[src/design/gnta_pkg.sv]
// shared types, constants and helpers of the track associator
package gnta_pkg;

    typedef enum logic [1:0] {
        KIND_DETECT = 2'd0,
        KIND_FRAME  = 2'd1,
        KIND_SEED   = 2'd2,
        KIND_NONE   = 2'd3
    } kind_t;

    typedef enum logic [1:0] {
        CFG_PERSIST = 2'd0,
        CFG_BASE    = 2'd1,
        CFG_GROWTH  = 2'd2,
        CFG_NONE    = 2'd3
    } cfg_idx_t;

    typedef enum logic [3:0] {
        ST_IDLE,
        ST_SEED,
        ST_SCAN,
        ST_DRAIN,
        ST_NOMATCH,
        ST_UPD_RD,
        ST_UPD_MUL,
        ST_UPD_WR,
        ST_AGE_RD,
        ST_AGE_MUL,
        ST_AGE_WR
    } state_t;

    typedef struct packed {
        logic signed [19:0] row;
        logic signed [19:0] col;
        logic signed [19:0] vy;
        logic signed [19:0] vx;
        logic [15:0]        size;
        logic [7:0]         miss;
        logic [15:0]        hit;
    } track_t;

    typedef struct packed {
        logic cap;
        logic cnt_clr;
        logic cnt_inc;
        logic scan_rd;
        logic best_rd;
        logic age_rd;
        logic upd_mul;
        logic upd_wr;
        logic nomatch;
        logic age_mul;
        logic age_wr;
        logic seed_wr;
    } cmd_t;

    typedef struct packed {
        logic scan_busy;
        logic found;
        logic out_free;
        logic cnt_last;
        logic cnt_rep;
    } status_t;

    localparam logic [16:0] K_DECAY   = 17'd58982;
    localparam logic [16:0] K_GAIN    = 17'd19661;
    localparam logic [16:0] K_DAMP    = 17'd62915;
    localparam int          MAX_REPORTS = 32;

    function automatic logic signed [19:0] sat20(input logic signed [23:0] v);
        logic signed [19:0] r;
        if (v > 24'sd524287) begin
            r = 20'sd524287;
        end else if (v < -24'sd524288) begin
            r = -20'sd524288;
        end else begin
            r = v[19:0];
        end
        return r;
    endfunction

endpackage

[src/design/gnta_ctrl.sv]
// sequencing state machine of the track associator
module gnta_ctrl
    import gnta_pkg::*;
(
    input  logic    aclk,
    input  logic    aresetn,
    input  logic    s_valid,
    input  logic [1:0] s_kind,
    output logic    s_ready,
    input  status_t stat,
    output cmd_t    cmd
);

    state_t state_reg, state_next;

    always_ff @(posedge aclk) begin
        if (!aresetn) begin
            state_reg <= ST_IDLE;
        end else begin
            state_reg <= state_next;
        end
    end

    always_comb begin
        state_next = state_reg;
        cmd        = '0;
        s_ready    = 1'b0;
        unique case (state_reg)
            ST_IDLE: begin
                s_ready = 1'b1;
                if (s_valid) begin
                    cmd.cap     = 1'b1;
                    cmd.cnt_clr = 1'b1;
                    unique case (kind_t'(s_kind))
                        KIND_DETECT: state_next = ST_SCAN;
                        KIND_FRAME:  state_next = ST_AGE_RD;
                        KIND_SEED:   state_next = ST_SEED;
                        default:     state_next = ST_IDLE;
                    endcase
                end
            end
            ST_SEED: begin
                cmd.seed_wr = 1'b1;
                state_next  = ST_IDLE;
            end
            ST_SCAN: begin
                cmd.scan_rd = 1'b1;
                if (stat.cnt_last) begin
                    state_next = ST_DRAIN;
                end else begin
                    cmd.cnt_inc = 1'b1;
                end
            end
            ST_DRAIN: begin
                if (!stat.scan_busy) begin
                    state_next = stat.found ? ST_UPD_RD : ST_NOMATCH;
                end
            end
            ST_NOMATCH: begin
                if (stat.out_free) begin
                    cmd.nomatch = 1'b1;
                    state_next  = ST_IDLE;
                end
            end
            ST_UPD_RD: begin
                cmd.best_rd = 1'b1;
                state_next  = ST_UPD_MUL;
            end
            ST_UPD_MUL: begin
                cmd.upd_mul = 1'b1;
                state_next  = ST_UPD_WR;
            end
            ST_UPD_WR: begin
                if (stat.out_free) begin
                    cmd.upd_wr = 1'b1;
                    state_next = ST_IDLE;
                end
            end
            ST_AGE_RD: begin
                cmd.age_rd = 1'b1;
                state_next = ST_AGE_MUL;
            end
            ST_AGE_MUL: begin
                cmd.age_mul = 1'b1;
                state_next  = ST_AGE_WR;
            end
            ST_AGE_WR: begin
                if (stat.out_free || !stat.cnt_rep) begin
                    cmd.age_wr = 1'b1;
                    if (stat.cnt_last) begin
                        state_next = ST_IDLE;
                    end else begin
                        cmd.cnt_inc = 1'b1;
                        state_next  = ST_AGE_RD;
                    end
                end
            end
            default: state_next = ST_IDLE;
        endcase
    end

endmodule

[config.mk]
export PLATFORM = sky130hd
export DESIGN_NAME = gnta_ctrl
export DESIGN_NICKNAME = d
export VERILOG_FILES = /design/src/design/gnta_pkg.sv /design/src/design/gnta_ctrl.sv
export SDC_FILE = /design/constraint.sdc
export NUM_CORES = 1
export LEC_CHECK = 0
export BUFFER_PORTS_ARGS = -buffer_cell sky130_fd_sc_hd__clkbuf_2
export CAP_MARGIN = 25
export CORE_AREA = 2 2 39 41
export DETAILED_ROUTE_END_ITERATION = 7
export DIE_AREA = 0 0 41 43
export PLACE_DENSITY = 0.68
export SYNTH_ARGS = -nofsm -noshare
export SYNTH_HDL_FRONTEND = slang
export SYNTH_SLANG_ARGS = --single-unit
export TNS_END_PERCENT = 1
[constraint.sdc]
create_clock -name aclk -period 1.35 [get_ports aclk]
set_input_delay 0.2025 -clock aclk [delete_from_list [all_inputs] [get_ports aclk]]
set_output_delay 0.2025 -clock aclk [all_outputs]
set_load 0.03 [all_outputs]
==> results.cfg, run 1 <==
[outcome]
status = finished with violations
violations = negative setup slack

[routing]
post-route-drc-count = 0
vias_per_cell = 5.37
wl_um = 1730
first_pass_iters = 4
vias = 634
avgRoutedWirePerCell_um = 14.7
drtIter0Drc = 7
antenna_left = 0

[layout]
area_growth_syn_to_layout_pct = 103
layout_commonest_cell = buf_4
final_util = 0.689
nets = 114
final_cell_mix = 17 x buf_4, 12 x buf_6, 9 x clkbuf_2
largest_reg_flops = 4
seqCellArea_sq_um = 90.1
final_cell_area_sq_um = 953
final_cells = 118
layout-drive-gt1-share = 0.667
antenna_cells = 0
multi_input_area_sq_um = 468
fill_cells = 107

[clock_tree]
cts_tree = yes
cts-root-buf = clkbuf_4
tritoncts.num_buffers = 3
clk_path_buf_depth = 2
path_clk_slew_ns = 0.04
clk_latency_ns = 0.23
hold_buffers = 0
cts_sinks = 4
htreeDepth = 1

[floorplanning]
start_util = 0.340
die_area_sq_um = 1760
die_y_um = 43
coreArea_sq_um = 1380
die_w_um = 41
row_count = 14
ioPinCount = 23

[synth]
syn_area_sq_um = 470
synth_top_area_share = 0.170
synthTopCellsByArea = dfxtp_1 17%, nand2b_1 6.6%, nand3b_1 6.4%
synth_area_leader_cell = dfxtp_1
ys_types = 31
synthCells = 65
yosysSeqAreaShare = 0.170
ys_warn_count = 0
ys_seq_elements = 4
synth.net_count = 75
postSynthAreaPerCell_sq_um = 7.24

[sta]
relSlewSlack = 0.680
finClkSkew_ns = 0.000373
finalCriticalPeriod_ns = 1.53
max_freq_ghz = 0.655
fin_crit_sh = 1.13
setup_viol = 15
hold_slack_ns = 0.257
maxSlewViolCount = 0
hold_viol = 0
worst_pin_slew_ns = 0.480
rsz0062_at_grt = true
finalWorstSetupSlack_ns = -0.176

[setup_path]
slowest_delay_ns = 0.36
critical_path_buf_inv_count = 3
critPathTopFamily = buffers and inverters
start_kind = register
path_class = reg -> out
critical_path_peak_fanout = 5
cp-end-kind = output port
crit_path_start = state_reg[1]
cp_data_arrival_time_ns = 1.32
crit_chain = buf_6, buf_6, nor3_4, and2_4, clkbuf_8
reg2reg_from = state_reg[1]
required_ns = 1.15
cp_common_cell = buf_6
crit_slowest_cell = dfxtp_4

[run]
max_cap_viol_count = 0

[placement]
hpwl_um = 1100
placed_area_sq_um = 708
port_buffers = 22
dp.cells = 113
place_congestion = 0.806
pre_cts_slack_ns = -0.0480

[power]
vdd_drop_max_mv = 0.684
leakage_uw = 0.000405
power_density_nw_per_um2 = 1330

[global_routing]
overflow = 0
grt_pass1_vias = 598
grt_max_degree = 8
track_usage = 0.213
grt_pass1_wl_um = 2550
antenna_found_initial = 0

[worst_hold_path]
hp-class = in -> reg
hp-start = aresetn
## timing repair
action                                  CTS  global route
pin swaps                                 9             2
buffers inserted                          2             0
endpoints found under the setup margin   16            16
gates resized for setup                  36            26
## power by group
part	internal [uW]	switching (uW)	leakage [uW]
sequential	147	36.4	0.0000350
clock	99.5	49.5	0.0000138
combinational	478	455	0.000356
## logic make-up (layout without fill, tap and decap cells)
group | count (synthesis) | after routing | synth area share
AO/OA/AOI/OAI | 14 | 14 | 0.221
XOR/XNOR | 1 | 1 | 0.0186
buffers and inverters | 8 | 45 | 0.101
flip-flops | 4 | 4 | 0.170
multiplexers | 2 | 2 | 0.0426
AND/OR/NAND/NOR | 36 | 36 | 0.447
## final cells by class
type / instances / area share
timing repair buffer: 41 / 0.366
tap: 16 / 0.0210
multi-input combinational: 53 / 0.491
clock buffer: 3 / 0.0236
sequential: 4 / 0.0945
inverter: 1 / 0.00394
## tightest hold or removal path: stages
cell and delay (ns):
clkbuf_2 0.12, nand2_1 0.07, mux2i_1 0.05
## stage by stage
stage                     power [uW]  TNS [ns]
after floorplan                  631     -1.30
after global placement           852   -0.0510
after detailed placement         862    -0.192
after CTS                       1190     -1.53
after global routing            1350     -2.21
final                           1270     -1.26
## synth_stat cells, drive strengths merged
master,count
a2111oi,1
a21oi,5
a22oi,1
and2,1
buf,5
clkbuf,2
dfxtp,4
inv,1
mux2i,2
nand2,5
nand2b,5
nand3,1
nand3b,4
nor2,6
nor2b,1
nor3,4
nor4,1
nor4b,1
o211a,1
o21ai,4
o221ai,1
o22ai,1
or2,1
or3,2
or3b,3
or4,1
xor2,1
## path summary, 6_finish.rpt
check                       to  slack (ns)  cells past startpoint
setup / recovery       cmd[11]       -0.18                      5
hold / removal    state_reg[1]        0.26                      3
setup reg to reg  state_reg[0]       -0.13                      6
hold reg to reg   state_reg[1]        0.52                      2
## per-layer routing
layer / track usage / wire length (um) / vias to the layer above
li1: - / - / 306
met1: 0.245 / 683 / 298
met2: 0.353 / 904 / 26
met3: 0.0209 / 98 / 4
met4: 0.127 / 45 / 0
met5: 0 / 0 / -
No activity file was read; power rests on OpenSTA's default activity.
==> inputs of run 2 (changes only) <==
Settings changed: GPL_TIMING_DRIVEN set to 0, PLACE_DENSITY 0.68 to 0.65.
Clock period 1.35 ns to 1.45 ns, I/O delays scaled along.
==> run 2 against run 1 <==
  * The run still ends with negative setup slack left
  * Routed wire length shrank 18%
  * Critical path depth did not move
  * Sequential cell count unchanged
  * Worst setup slack gained 0.086 ns
  * Critical endpoint unchanged
  * Highest routed layer is now met3
==> results.cfg, run 2 (same netlist as run 1, synthesis figures left out) <==
[clock_tree]
path_clk_slew_ns = 0.04
tritoncts.num_buffers = 3
cts_sinks = 4
cts-root-buf = clkbuf_4
cts_tree = yes
clk_latency_ns = 0.23
htreeDepth = 1
clk_path_buf_depth = 2

[floorplanning]
row_count = 14
die_area_sq_um = 1760
ioPinCount = 23
start_util = 0.340
die_y_um = 43
coreArea_sq_um = 1380
die_w_um = 41

[global_routing]
grt_max_degree = 11
overflow = 0
track_usage = 0.183
antenna_found_initial = 0
grt_pass1_wl_um = 2210
grt_pass1_vias = 533

[setup_path]
cp_data_arrival_time_ns = 1.32
critical_path_peak_fanout = 3
path_class = reg -> out
required_ns = 1.23
start_kind = register
cp-end-kind = output port

[layout]
layout-drive-gt1-share = 0.591
largest_reg_flops = 4
final_cells = 109
antenna_cells = 0
final_cell_mix = 10 x clkbuf_2, 9 x buf_4, 7 x buf_6
nets = 105
area_growth_syn_to_layout_pct = 76.6
layout_commonest_cell = clkbuf_2

[placement]
place_congestion = 0.778
dp.cells = 103
hpwl_um = 935
port_buffers = 22

[power]
power_density_nw_per_um2 = 1300
vdd_drop_max_mv = 0.560
leakage_uw = 0.000339

[sta]
finalCriticalPeriod_ns = 1.54
setup_viol = 7
rsz0062_at_grt = true
hold_slack_ns = 0.264
fin_crit_sh = 1.06
max_freq_ghz = 0.650
finalWorstSetupSlack_ns = -0.0892
maxSlewViolCount = 0
worst_pin_slew_ns = 0.327
hold_viol = 0
finClkSkew_ns = 0.000293
relSlewSlack = 0.781

[routing]
avgRoutedWirePerCell_um = 13.1
first_pass_iters = 4
post-route-drc-count = 0
drtIter0Drc = 8
wl_um = 1430
antenna_left = 0
vias = 580
vias_per_cell = 5.32

[run]
max_cap_viol_count = 0

[worst_hold_path]
hp-class = in -> reg

[outcome]
status = finished with violations
violations = negative setup slack
run 2: final timing paths:
path	to	startpoint	cells after the start	slack (ns)
min	state_reg[1]	aresetn	3	0.26
min reg2reg	state_reg[2]	state_reg[3]	2	0.62
max reg2reg	state_reg[0]	state_reg[2]	5	0.01
max	cmd[11]	state_reg[3]	5	-0.09
run 2: repair_timing:
action,4_1_cts,5_1_grt
pin swaps,5,2
buffers inserted,4,0
gates resized for setup,23,25
hold buffers,0,0
endpoints found under the setup margin,15,15
run 2: stage by stage:
stage | area (sq um) | worst slack, ns | total power [uW] | util | TNS [ns]
global route | 831 | -0.136 | 1160 | 0.600 | -0.791
CTS | 762 | -0.0992 | 990 | 0.551 | -0.540
finish | 831 | -0.0892 | 1080 | 0.600 | -0.299
global placement | 638 | -0.142 | 705 | 0.461 | -0.391
detailed placement | 638 | -0.147 | 708 | 0.461 | -0.448
floorplan | 508 | -0.212 | 588 | - | -0.665
run 2: worst max-delay path: stages (launching register included):
cell and delay, ns:
dfxtp_2 0.33, or2_4 0.27, nor3_4 0.12, and2_4 0.17
buf_6 0.09, buf_8 0.11
run 2: metal layers:
layer | global-route usage | wire length (um) | vias up
met2 | 0.297 | 760 | 32
met5 | 0 | 0 | -
li1 | - | - | 290
met4 | 0.0867 | 0 | 0
met1 | 0.219 | 554 | 258
met3 | 0.0314 | 112 | 0
run 2: area by class of cell:
type / count / area [sq um]
well taps: 16 / 20.0
repair buffers: 26 / 193
plain buffers: 6 / 77.6
inverters: 1 / 3.75
multi-input cells: 53 / 425
fillers: 116 / 553
flip-flops and latches: 4 / 88.8
clock buffers: 3 / 22.5
run 2: power by group:
part / internal [uW] / switching, uW / total, uW
sequential: 139 / 42.4 / 181
combinational: 402 / 361 / 763
clock: 92.6 / 46.3 / 139
total: 633 / 450 / 1080
==> inputs of run 3 (changes only) <==
Settings changed: CAP_MARGIN 25 to unset, PLACE_DENSITY 0.65 to 0.75.
==> run 3 against run 2 <==
  * The run still ends with negative setup slack left
  * Hold slack gained 0.0060 ns
  * Sequential share of layout area grew 0.38 points
  * Worst setup slack gained 0.011 ns
==> results.cfg, run 3 (same netlist as run 1, synthesis figures left out) <==
[outcome]
status = finished with violations
violations = negative setup slack

[floorplanning]
die_w_um = 41
start_util = 0.340
die_area_sq_um = 1760
coreArea_sq_um = 1380
die_y_um = 43
ioPinCount = 23
row_count = 14

[global_routing]
grt_pass1_wl_um = 2120
grt_max_degree = 11
track_usage = 0.175
overflow = 0
antenna_found_initial = 0
grt_pass1_vias = 531

[clock_tree]
cts-root-buf = clkbuf_4
path_clk_slew_ns = 0.04
cts_tree = yes
cts_sinks = 4
tritoncts.num_buffers = 3
htreeDepth = 1
clk_path_buf_depth = 2
hold_buffers = 0
clk_latency_ns = 0.23

[sta]
hold_viol = 0
maxSlewViolCount = 0
hold_slack_ns = 0.270
finClkSkew_ns = 0.00526
setup_viol = 9
max_freq_ghz = 0.655
relSlewSlack = 0.765
finalCriticalPeriod_ns = 1.53
finalWorstSetupSlack_ns = -0.0777
fin_crit_sh = 1.05
rsz0062_at_grt = true
worst_pin_slew_ns = 0.352

[setup_path]
slowest_delay_ns = 0.32
path_class = reg -> out
cp_data_arrival_time_ns = 1.31
start_kind = register
critical_path_peak_fanout = 3
cp-end-kind = output port
crit_chain = or2_4, nor3_4, and2_4, buf_6, buf_8
crit_slowest_cell = dfxtp_2
required_ns = 1.23

[layout]
layout-drive-gt1-share = 0.537
layout_commonest_cell = buf_4
final_cells = 111
largest_reg_flops = 4
final_cell_mix = 13 x buf_4, 11 x clkbuf_2, 7 x buf_6
nets = 107
final_util = 0.580
area_growth_syn_to_layout_pct = 70.5
final_cell_area_sq_um = 802
antenna_cells = 0

[routing]
drtIter0Drc = 13
post-route-drc-count = 0
vias_per_cell = 5.26
wl_um = 1390
vias = 584
antenna_left = 0
avgRoutedWirePerCell_um = 12.5
first_pass_iters = 4

[power]
leakage_uw = 0.000345
p_total_uw = 1050
power_density_nw_per_um2 = 1300
vdd_drop_max_mv = 0.585

[placement]
hpwl_um = 892
placed_area_sq_um = 638
place_congestion = 0.737
dp.cells = 103
port_buffers = 22

[worst_hold_path]
hp-class = in -> reg

[run]
max_cap_viol_count = 0
==> run 3: worst paths after layout <==
check,start,slack [ns],to,cells past startpoint
max,state_reg[3],-0.08,cmd[11],5
min,aresetn,0.27,state_reg[1],3
max reg2reg,state_reg[0],-0.06,state_reg[0],6
min reg2reg,state_reg[3],0.59,state_reg[2],2
==> run 3: metrics by stage <==
stage	worst slack [ns]	setup TNS, ns
after global routing	-0.151	-0.955
final	-0.0777	-0.306
after CTS	-0.115	-0.708
after global placement	-0.148	-0.414
after floorplan	-0.212	-0.665
after detailed placement	-0.141	-0.360
==> run 3: final cells by class <==
cell class,instances,area (sq um)
inverters,1,3.75
repair buffers,28,208
clock buffers,3,22.5
well taps,16,20.0
plain buffers,6,66.3
flip-flops and latches,4,88.8
multi-input cells,53,393
fillers,122,582
==> run 3: critical path, delay by kind of cell, from the launching register on <==
kind | cells | cell delay [ns]
AND/OR/NAND/NOR | 3 | 0.56
flip-flops | 1 | 0.32
buffers and inverters | 2 | 0.20
==> run 3: power breakdown <==
| part | leakage [uW] | total [uW] | internal (uW) | switching, uW |
|---|---|---|---|---|
| combinational | 0.000297 | 738 | 376 | 363 |
| clock | 0.0000138 | 136 | 92.4 | 43.8 |
| sequential | 0.0000345 | 171 | 139 | 32.6 |
| total | 0.000345 | 1050 | 607 | 439 |
==> run 3: repair_timing <==
action	4_1_cts	5_1_grt
endpoints found under the setup margin	15	16
pin swaps	5	2
resized for setup	23	17
buffers inserted	6	0
==> run 3: per-layer routing <==
layer	track usage	part of all wire	up-vias
met2	0.300	0.52	25
li1	-	-	292
met1	0.194	0.41	267
met4	0.0400	0	0
met3	0.0628	0.068	0
met5	0	0	-
